--- src/hw/rtl/implicit_heat_forward_sweep_macros.svh ---
// Assertion helpers used by the top-level RTL file.
`ifndef IMPLICIT_HEAT_FORWARD_SWEEP_MACROS_SVH
`define IMPLICIT_HEAT_FORWARD_SWEEP_MACROS_SVH

// Same-cycle implication, disabled while reset is active.
`define IHFS_ASSERT_IMPL(label, clk, rst_n, ante, cons, msg) \
  label: assert property (@(posedge clk) disable iff (!(rst_n)) (ante) |-> (cons)) \
    else $error(msg);

// Next-cycle implication, disabled while reset is active.
`define IHFS_ASSERT_NEXT(label, clk, rst_n, ante, cons, msg) \
  label: assert property (@(posedge clk) disable iff (!(rst_n)) (ante) |=> (cons)) \
    else $error(msg);

`endif

--- src/hw/rtl/ihfs_pkg.sv ---
`default_nettype none

package ihfs_pkg;

  localparam int unsigned QuotBits = 32;              // quotient bits per divide
  localparam int unsigned CntW     = $clog2(QuotBits);
  localparam int unsigned DenW     = 41;              // positive denominator
  localparam int unsigned SumW     = 42;              // signed den / num sums
  localparam int unsigned ProdW    = 64;              // s * prev product
  localparam int unsigned ShW      = ProdW - 24;      // product floored to Q.30 / Q16.16

  localparam logic [31:0] RatioReset = 32'd8388608;   // 0.5 in Q8.24
  localparam logic [31:0] Int32Min   = 32'h8000_0000;

  // sequencer steps
  typedef enum logic [2:0] {
    UPC_IDLE,
    UPC_MUL_C,
    UPC_MUL_D,
    UPC_NUM,
    UPC_LOAD,
    UPC_DIV,
    UPC_FIN
  } upc_e;

  // datapath action of a step
  typedef enum logic [2:0] {
    OP_IDLE,
    OP_MUL_C,
    OP_MUL_D,
    OP_NUM,
    OP_LOAD,
    OP_DIV,
    OP_FIN
  } op_e;

  // sequencing condition of a step
  typedef enum logic [2:0] {
    JC_NEXT,     // fall through
    JC_JUMP,     // go to target
    JC_ACCEPT,   // wait for a beat; boundary beats go to target
    JC_LOOP,     // go to target while the step count runs
    JC_EMIT      // go to target once the output register is free
  } jc_e;

  typedef struct packed {
    op_e  op;
    jc_e  jc;
    upc_e target;
  } uword_t;

  function automatic uword_t ucode(upc_e upc);
    uword_t w;
    case (upc)
      UPC_IDLE:  w = '{op: OP_IDLE,  jc: JC_ACCEPT, target: UPC_FIN};
      UPC_MUL_C: w = '{op: OP_MUL_C, jc: JC_NEXT,   target: UPC_MUL_D};
      UPC_MUL_D: w = '{op: OP_MUL_D, jc: JC_NEXT,   target: UPC_NUM};
      UPC_NUM:   w = '{op: OP_NUM,   jc: JC_NEXT,   target: UPC_LOAD};
      UPC_LOAD:  w = '{op: OP_LOAD,  jc: JC_NEXT,   target: UPC_DIV};
      UPC_DIV:   w = '{op: OP_DIV,   jc: JC_LOOP,   target: UPC_DIV};
      UPC_FIN:   w = '{op: OP_FIN,   jc: JC_EMIT,   target: UPC_IDLE};
      default:   w = '{op: OP_IDLE,  jc: JC_JUMP,   target: UPC_IDLE};
    endcase
    return w;
  endfunction

endpackage

`default_nettype wire

--- src/hw/rtl/implicit_heat_forward_sweep.sv ---
// Flow: an interior point's beat is taken in UPC_IDLE, then the sequencer steps through
// UPC_MUL_C, UPC_MUL_D, UPC_NUM, UPC_LOAD and the shared 32-step restoring divider loop
// UPC_DIV to UPC_FIN, which registers the result once the output register is free. A boundary
// point goes from UPC_IDLE straight to UPC_FIN. The next beat is taken only back in UPC_IDLE.
// Reset: ratio = 0.5, previous coefficient and right-hand side = 0, pipeline empty.
`default_nettype none
`include "implicit_heat_forward_sweep_macros.svh"

module implicit_heat_forward_sweep #(
  parameter int unsigned DATA_WIDTH = 32
) (
  input  wire logic        clk_i,
  input  wire logic        rst_ni,

  input  wire logic        cfg_wr_en_i,
  input  wire logic [31:0] cfg_wr_data_i,    // diffusion_ratio, Q8.24

  input  wire logic        s_axis_tvalid,
  output logic             s_axis_tready,
  input  wire logic [31:0] s_axis_tdata,     // [31:0] sample
  input  wire logic [0:0]  s_axis_tuser,     // [0] first_point
  input  wire logic        s_axis_tlast,     // last_point

  output logic             m_axis_tvalid,
  input  wire logic        m_axis_tready,
  output logic [63:0]      m_axis_tdata,     // [31:0] upper_coef, [63:32] mod_rhs
  output logic             m_axis_tlast      // row_end
);

  localparam int unsigned RhsBits = (DATA_WIDTH < 32) ? DATA_WIDTH : 32;
  localparam logic [32:0] RhsHi   = (33'd1 << (RhsBits - 1)) - 33'd1;
  localparam logic [32:0] RhsLo   = ~RhsHi;
  localparam int unsigned QW      = ihfs_pkg::QuotBits;
  localparam int unsigned DW      = ihfs_pkg::DenW;
  localparam int unsigned SW      = ihfs_pkg::SumW;
  localparam int unsigned CW      = ihfs_pkg::CntW;
  localparam int unsigned HW      = ihfs_pkg::ShW;

  // control state
  ihfs_pkg::upc_e   upc_q, upc_d;
  ihfs_pkg::uword_t cw;
  logic [31:0]      ratio_q;
  logic [31:0]      prev_upper_q;
  logic [31:0]      prev_rhs_q;
  logic             out_valid_q;

  // payload
  logic [31:0]         sample_q;
  logic                bnd_q;
  logic                last_q;
  logic [ihfs_pkg::ProdW-1:0] prod_q;
  logic [DW-1:0]       den_q;
  logic                num_neg_q;
  logic [DW-1:0]       num_mag_q;
  logic [DW-1:0]       rem_c_q, rem_d_q;
  logic [QW-1:0]       quo_c_q, quo_d_q;
  logic [QW-1:0]       feed_d_q;
  logic                ovf_c_q, ovf_d_q;
  logic [CW-1:0]       cnt_q;
  logic [63:0]         out_data_q;
  logic                out_last_q;

  logic in_fire, out_free, emit, in_bnd;

  assign in_fire  = s_axis_tvalid && s_axis_tready;
  assign in_bnd   = s_axis_tuser[0] || s_axis_tlast;
  assign out_free = !out_valid_q || m_axis_tready;

  // ---------------- sequencer ----------------
  always_comb begin
    cw = ihfs_pkg::ucode(upc_q);
  end

  always_comb begin
    upc_d = upc_q;
    case (cw.jc)
      ihfs_pkg::JC_NEXT:   upc_d = ihfs_pkg::upc_e'(upc_q + 3'd1);
      ihfs_pkg::JC_JUMP:   upc_d = cw.target;
      ihfs_pkg::JC_ACCEPT: begin
        if (in_fire) begin
          upc_d = in_bnd ? cw.target : ihfs_pkg::upc_e'(upc_q + 3'd1);
        end
      end
      ihfs_pkg::JC_LOOP:   upc_d = (cnt_q != '0) ? cw.target
                                                 : ihfs_pkg::upc_e'(upc_q + 3'd1);
      ihfs_pkg::JC_EMIT:   begin
        if (out_free) begin
          upc_d = cw.target;
        end
      end
      default:             upc_d = ihfs_pkg::UPC_IDLE;
    endcase
  end

  always_comb begin
    s_axis_tready = (cw.op == ihfs_pkg::OP_IDLE) && (upc_q == ihfs_pkg::UPC_IDLE);
    emit          = (cw.op == ihfs_pkg::OP_FIN) && out_free;
  end

  // ---------------- datapath ----------------
  logic signed [31:0] mul_b;
  logic signed [64:0] mul_p;
  logic signed [HW-1:0] prod_sh;
  logic signed [SW-1:0] den_raw, num_raw, num_negv;
  logic [SW-1:0]        ahi_c, ahi_d;
  logic [DW:0]          trial_c, trial_d;
  logic                 take_c, take_d;
  logic [31:0]          c_fin, d_fin, neg_qd, neg_qc;
  logic signed [32:0]   samp_x;

  assign mul_b   = (cw.op == ihfs_pkg::OP_MUL_C) ? $signed(prev_upper_q)
                                                 : $signed(prev_rhs_q);
  assign mul_p   = $signed({1'b0, ratio_q}) * mul_b;
  assign prod_sh = $signed(prod_q[ihfs_pkg::ProdW-1:24]);   // floor by arithmetic shift

  assign den_raw = $signed(SW'(42'd1 << 30)) + $signed({3'b0, ratio_q, 7'b0})
                 + $signed({{(SW-HW){prod_sh[HW-1]}}, prod_sh});
  assign num_raw = $signed({{(SW-32){sample_q[31]}}, sample_q})
                 + $signed({{(SW-HW){prod_sh[HW-1]}}, prod_sh});
  assign num_negv = -num_raw;

  // high parts of the dividends s*2^36 and |num|*2^30 above the quotient bits
  assign ahi_c = {6'b0, ratio_q, 4'b0};
  assign ahi_d = {3'b0, num_mag_q[DW-1:2]};

  assign trial_c = {rem_c_q, 1'b0};
  assign trial_d = {rem_d_q, feed_d_q[QW-1]};
  assign take_c  = trial_c >= {1'b0, den_q};
  assign take_d  = trial_d >= {1'b0, den_q};

  assign neg_qc = ~quo_c_q + 32'd1;
  assign neg_qd = ~quo_d_q + 32'd1;
  assign samp_x = $signed({sample_q[31], sample_q});

  always_comb begin
    if (bnd_q) begin
      c_fin = '0;
      if (samp_x > $signed(RhsHi)) begin
        d_fin = RhsHi[31:0];
      end else if (samp_x < $signed(RhsLo)) begin
        d_fin = RhsLo[31:0];
      end else begin
        d_fin = sample_q;
      end
    end else begin
      c_fin = (ovf_c_q || quo_c_q[QW-1]) ? ihfs_pkg::Int32Min : neg_qc;
      if (num_neg_q) begin
        d_fin = (ovf_d_q || ({1'b0, quo_d_q} > (RhsHi + 33'd1))) ? RhsLo[31:0] : neg_qd;
      end else begin
        d_fin = (ovf_d_q || ({1'b0, quo_d_q} > RhsHi)) ? RhsHi[31:0] : quo_d_q;
      end
    end
  end

  always_ff @(posedge clk_i or negedge rst_ni) begin
    if (!rst_ni) begin
      upc_q        <= ihfs_pkg::UPC_IDLE;
      ratio_q      <= ihfs_pkg::RatioReset;
      prev_upper_q <= '0;
      prev_rhs_q   <= '0;
      out_valid_q  <= 1'b0;
    end else begin
      upc_q <= upc_d;
      if (cfg_wr_en_i) begin
        ratio_q <= cfg_wr_data_i;
      end
      if (emit) begin
        prev_upper_q <= c_fin;
        prev_rhs_q   <= d_fin;
        out_valid_q  <= 1'b1;
      end else if (m_axis_tready) begin
        out_valid_q  <= 1'b0;
      end
    end
  end

  always_ff @(posedge clk_i) begin
    if (in_fire) begin
      sample_q <= s_axis_tdata;
      bnd_q    <= in_bnd;
      last_q   <= s_axis_tlast;
    end
    case (cw.op)
      ihfs_pkg::OP_MUL_C: prod_q <= mul_p[ihfs_pkg::ProdW-1:0];
      ihfs_pkg::OP_MUL_D: begin
        prod_q <= mul_p[ihfs_pkg::ProdW-1:0];
        // a non-positive denominator is forced to 1
        den_q  <= (den_raw[SW-1] || den_raw == '0) ? DW'(1) : den_raw[DW-1:0];
      end
      ihfs_pkg::OP_NUM: begin
        num_neg_q <= num_raw[SW-1];
        num_mag_q <= num_raw[SW-1] ? num_negv[DW-1:0] : num_raw[DW-1:0];
      end
      ihfs_pkg::OP_LOAD: begin
        ovf_c_q  <= ahi_c >= {1'b0, den_q};
        ovf_d_q  <= ahi_d >= {1'b0, den_q};
        rem_c_q  <= (ahi_c >= {1'b0, den_q}) ? '0 : ahi_c[DW-1:0];
        rem_d_q  <= (ahi_d >= {1'b0, den_q}) ? '0 : ahi_d[DW-1:0];
        feed_d_q <= {num_mag_q[1:0], {(QW-2){1'b0}}};
        quo_c_q  <= '0;
        quo_d_q  <= '0;
        cnt_q    <= CW'(QW - 1);
      end
      ihfs_pkg::OP_DIV: begin
        rem_c_q  <= take_c ? DW'(trial_c - {1'b0, den_q}) : trial_c[DW-1:0];
        rem_d_q  <= take_d ? DW'(trial_d - {1'b0, den_q}) : trial_d[DW-1:0];
        quo_c_q  <= {quo_c_q[QW-2:0], take_c};
        quo_d_q  <= {quo_d_q[QW-2:0], take_d};
        feed_d_q <= {feed_d_q[QW-2:0], 1'b0};
        if (cnt_q != '0) begin
          cnt_q <= cnt_q - CW'(1);
        end
      end
      default: ;
    endcase
    if (emit) begin
      out_data_q <= {d_fin, c_fin};
      out_last_q <= last_q;
    end
  end

  assign m_axis_tvalid = out_valid_q;
  assign m_axis_tdata  = out_data_q;
  assign m_axis_tlast  = out_last_q;

  // ---------------- checks ----------------
  `IHFS_ASSERT_NEXT(a_div_exit, clk_i, rst_ni,
    (upc_q == ihfs_pkg::UPC_DIV) && (cnt_q == '0), upc_q == ihfs_pkg::UPC_FIN,
    "divider loop did not end after its last step")
  `IHFS_ASSERT_IMPL(a_rem_bound, clk_i, rst_ni,
    upc_q == ihfs_pkg::UPC_DIV, (rem_c_q < den_q) && (rem_d_q < den_q),
    "partial remainder not below denominator")
  `IHFS_ASSERT_IMPL(a_den_pos, clk_i, rst_ni,
    (upc_q == ihfs_pkg::UPC_LOAD) || (upc_q == ihfs_pkg::UPC_DIV), den_q != '0,
    "zero denominator reached the divider")
  `IHFS_ASSERT_NEXT(a_leave_idle, clk_i, rst_ni,
    in_fire, upc_q != ihfs_pkg::UPC_IDLE,
    "accepted beat did not start the sequencer")
  `IHFS_ASSERT_IMPL(a_out_src, clk_i, rst_ni,
    $rose(out_valid_q), $past(upc_q) == ihfs_pkg::UPC_FIN,
    "result beat raised outside the final step")

endmodule

`default_nettype wire
--- config.mk ---
export PLATFORM = sky130hd
export DESIGN_NAME = implicit_heat_forward_sweep
export DESIGN_NICKNAME = d
export VERILOG_FILES = /design/src/hw/rtl/ihfs_pkg.sv /design/src/hw/rtl/implicit_heat_forward_sweep.sv
export VERILOG_INCLUDE_DIRS = /design/src /design/src/hw/rtl
export SDC_FILE = /design/constraint.sdc
export NUM_CORES = 2
export LEC_CHECK = 0
export ABC_CLOCK_PERIOD_IN_PS = 26700
export BUFFER_PORTS_ARGS = -buffer_cell sky130_fd_sc_hd__buf_2
export CAP_MARGIN = 5
export CORE_MARGIN = 2
export CORE_UTILIZATION = 35
export CTS_CLUSTER_DIAMETER = 150
export DETAILED_ROUTE_END_ITERATION = 16
export GPL_TIMING_DRIVEN = 0
export SETUP_SLACK_MARGIN = 0.05
export SYNTH_ARGS = -nofsm -noshare
export SYNTH_HDL_FRONTEND = slang
export SYNTH_SLANG_ARGS = --single-unit
--- constraint.sdc ---
create_clock -name clk_i -period 26.7 [get_ports clk_i]
set_clock_uncertainty 0.2 [all_clocks]
set_input_delay 1.335 -clock clk_i [delete_from_list [all_inputs] [get_ports clk_i]]
set_output_delay 1.335 -clock clk_i [all_outputs]
set_load 0.03 [all_outputs]
==> results.txt <==
Residual DRC - 0
Initial antenna violation count - 27
Hold depth - 0
Clock Latency Late Sink - 0.67 ns
Post-synth top flop - edfxtp_1
CP peak stage delay - 0.95 ns
Share of cells above drive strength 1 - 5.76%
Initial Utilization - 35.3%
Setup repair bufs after CTS - 0
Post-synth design cell area - 0.0645 mm^2
Top cells by area, synth - fa_1 28%, edfxtp_1 18%, ha_1 10%
DRT iter0 DRCs - 5195
Die span in y - 433 um
# IOs - 138
TritonRoute pass-1 iters - 6
Grt total ovfl - 0
Min-Delay Path Class - flop to flop
TNS Setup - 0 ns
Full die area - 0.188 mm^2
Synth Area per Inst - 9.58 um^2
Cts hold-fix bufs - 0
Critical path fanouts, max - 10
Most used cell, CP - fa_1
Final core utilization - 38.4%
Slew margin rel. - 4.29%
Multi-input gate area - 0.0456 mm^2
Fin nets - 8430
Unique masters post-synth - 94
Post-synth EDFFs - 377
# rows - 157
Reg clk slew, reported paths - 0.06 ns
Synthesized flop and latch total - 477
Crit path required time - 26.94 ns
CP arrival - 13.42 ns
Cts bufs inserted - 53
Setup Crit Path Kind - flop to flop
Post-cts resize count - 0
H-tree level count - 2
FILL cells - 18600
Dominant cell type by area after synthesis - fa_1
RR Endpoint - prod_q[58]
RSZ-0062 raised after global routing - no
Max cap viols - 0
Tot GR Track Use - 26.4%
Worst setup EP type - flop
Worst r2r src - upc_q[0]
Max Fclk - 75.8 MHz
Hold_sp - last_q
Synth warn - 0
DR WL/cell - 26.1 um
Final HPWL DP - 202000 um
Final Hold Fails - 0
Post-synthesis instance total - 6734
Largest net degree at the start of global routing - 68
Routed Antenna Nets - 0
Fin crit period - 13.19 ns
Max Slew Vio Count - 0
CTS Root Cell - clkbuf_16
Post-synth top area share - 27.9%
Detailed Route WL - 247000 um
Via density - 5.45
Reg2reg setup slack - 13.51 ns
First-pass GRT wire length - 360000 um
Final setup vio count - 0
Clock sinks - 477
Slew @ Worst Pin - 1.40 ns
Vias in the first global route - 52700
Mapped Nets - 8230
Vias - 51500
Status - finished clean
Worst Hold End - m_axis_tlast
Seq/Total Area, Yosys - 21.4%
Worst reg-to-reg path cell count - 33
Routability Congestion - 1.02
Core ar. - 0.183 mm^2
Fraction of registers with async set/reset - 21.0%
CTS tree - yes
Slowest cell on crit path - o41ai_1
Tcrit/Tclk final - 49.4%
Area growth syn-to-layout - 9.01%
CP Launch Type - flop
Die width - 433 um
Max Root-Sink Buffers - 3
FF/Latch Area - 0.0138 mm^2
Port bufs - 136
worst max path at each step:
stage                 endpoint  startpoint
floorplan           prod_q[52]    upc_q[0]
global placement    prod_q[58]    upc_q[0]
detailed placement  prod_q[58]    upc_q[0]
CTS                 prod_q[58]    upc_q[0]
global route        prod_q[58]    upc_q[0]
finish              prod_q[58]    upc_q[0]
layout make-up:
| type | instances | share of cell area [%] |
|---|---|---|
| Multi-Input combinational cell | 4894 | 64.8 |
| Sequential cell | 477 | 19.6 |
| Inverter | 1029 | 5.49 |
| Tap cell | 2464 | 4.38 |
| Clock buffer | 71 | 2.13 |
| Buffer | 334 | 1.84 |
| Timing Repair Buffer | 145 | 1.23 |
| Clock inverter | 28 | 0.441 |
| Antenna cell | 12 | 0.0427 |
critical path, delay by kind of cell (launching register included):
kind                     cells  cell delay, ns
AND/OR/NAND/NOR              5            1.06
multiplexers                 1            0.72
AO/OA/AOI/OAI                8            3.80
flip-flops                   1            0.42
adder cells (fa/ha/maj)     10            4.55
buffers and inverters        9            2.15
logic make-up (layout without fill, tap and decap cells):
group / Yosys count / in the layout / synth area share [%]
AOI/OAI and AO/OA: 951 / 951 / 10.0
xor gates and xnor gates: 232 / 232 / 3.15
adders and majority gates: 1425 / 1425 / 38.1
buffers and inverters: 1363 / 1607 / 7.98
DFF: 477 / 477 / 21.4
muxes: 172 / 172 / 2.83
other: 0 / 12 / 0
and+or+nand+nor: 2114 / 2114 / 16.5
per-stage QoR:
step / hold WS, ns / area [um^2] / instances / setup slack, ns
floorplan: 0.200 / 64500 / 6734 / 17.13
global placement: 0.205 / 68300 / 9334 / 13.75
detailed placement: 0.223 / 68500 / 9341 / 13.67
CTS: 0.237 / 70300 / 9440 / 13.56
global route: 0.241 / 70300 / 9443 / 13.12
finish: 0.235 / 70400 / 9454 / 13.51
state kept, by name, indices dropped and copies added, names as in the netlist, 40 cells and up:
name and cells:
num_mag_q 41, prod_q 40, rem_d_q 41, den_q 41, m_axis_tdata 64, rem_c_q 41
placed cells by master (no fill, tap or decap), types with 15 or more instances in the layout:
master     count
o21ai_0      155
nor4_1        21
clkbuf_16     56
dfrtp_1       99
nand3_1       69
nor3_1        79
o22a_1        15
buf_2        148
clkbuf_1     316
ha_1         525
a211oi_1      28
and3_1        80
or2_2         33
xor2_1        84
nor2b_1      144
and2_1       487
nand2b_1      45
xnor2_1      148
fa_1         900
mux2_2        84
o21bai_1      28
nand2_1      696
edfxtp_1     377
a31oi_1       33
o2bb2ai_1     60
mux2i_1       88
a21o_1       127
nand4_1       55
o21a_1        36
inv_1       1029
o31ai_1       44
a21oi_1      237
nor2_1       321
or3_1         17
synth_stat cells, types with 13 or more instances:
library cell	count
inv_1	1029
fa_1	900
nand2_1	696
ha_1	525
and2_1	487
edfxtp_1	377
nor2_1	322
clkbuf_1	307
a21oi_1	237
o21ai_0	156
xnor2_1	148
nor2b_1	144
a21o_1	127
dfrtp_1	99
mux2i_1	88
mux2_2	84
xor2_1	84
and3_1	81
nor3_1	79
nand3_1	69
o2bb2ai_1	60
nand4_1	55
nand2b_1	46
o31ai_1	44
o21a_1	36
a31oi_1	33
or2_2	33
a211oi_1	28
o21bai_1	28
nor4_1	21
or3_1	17
o22a_1	15
a21boi_0	13
o21ai_1	13
per-layer routing:
metal  vias to the layer above  GRT usage [%]  wire [um]
li1                      22400              -          -
met1                     26000           33.8      96800
met2                      2441           41.1     110000
met3                       596           5.23      22000
met4                         4           15.9      17700
met5                         -              0         33
Power is left out: the tool's default activity adds up to more than one toggle a clock period on the data nets, which glitch-free logic cannot reach.
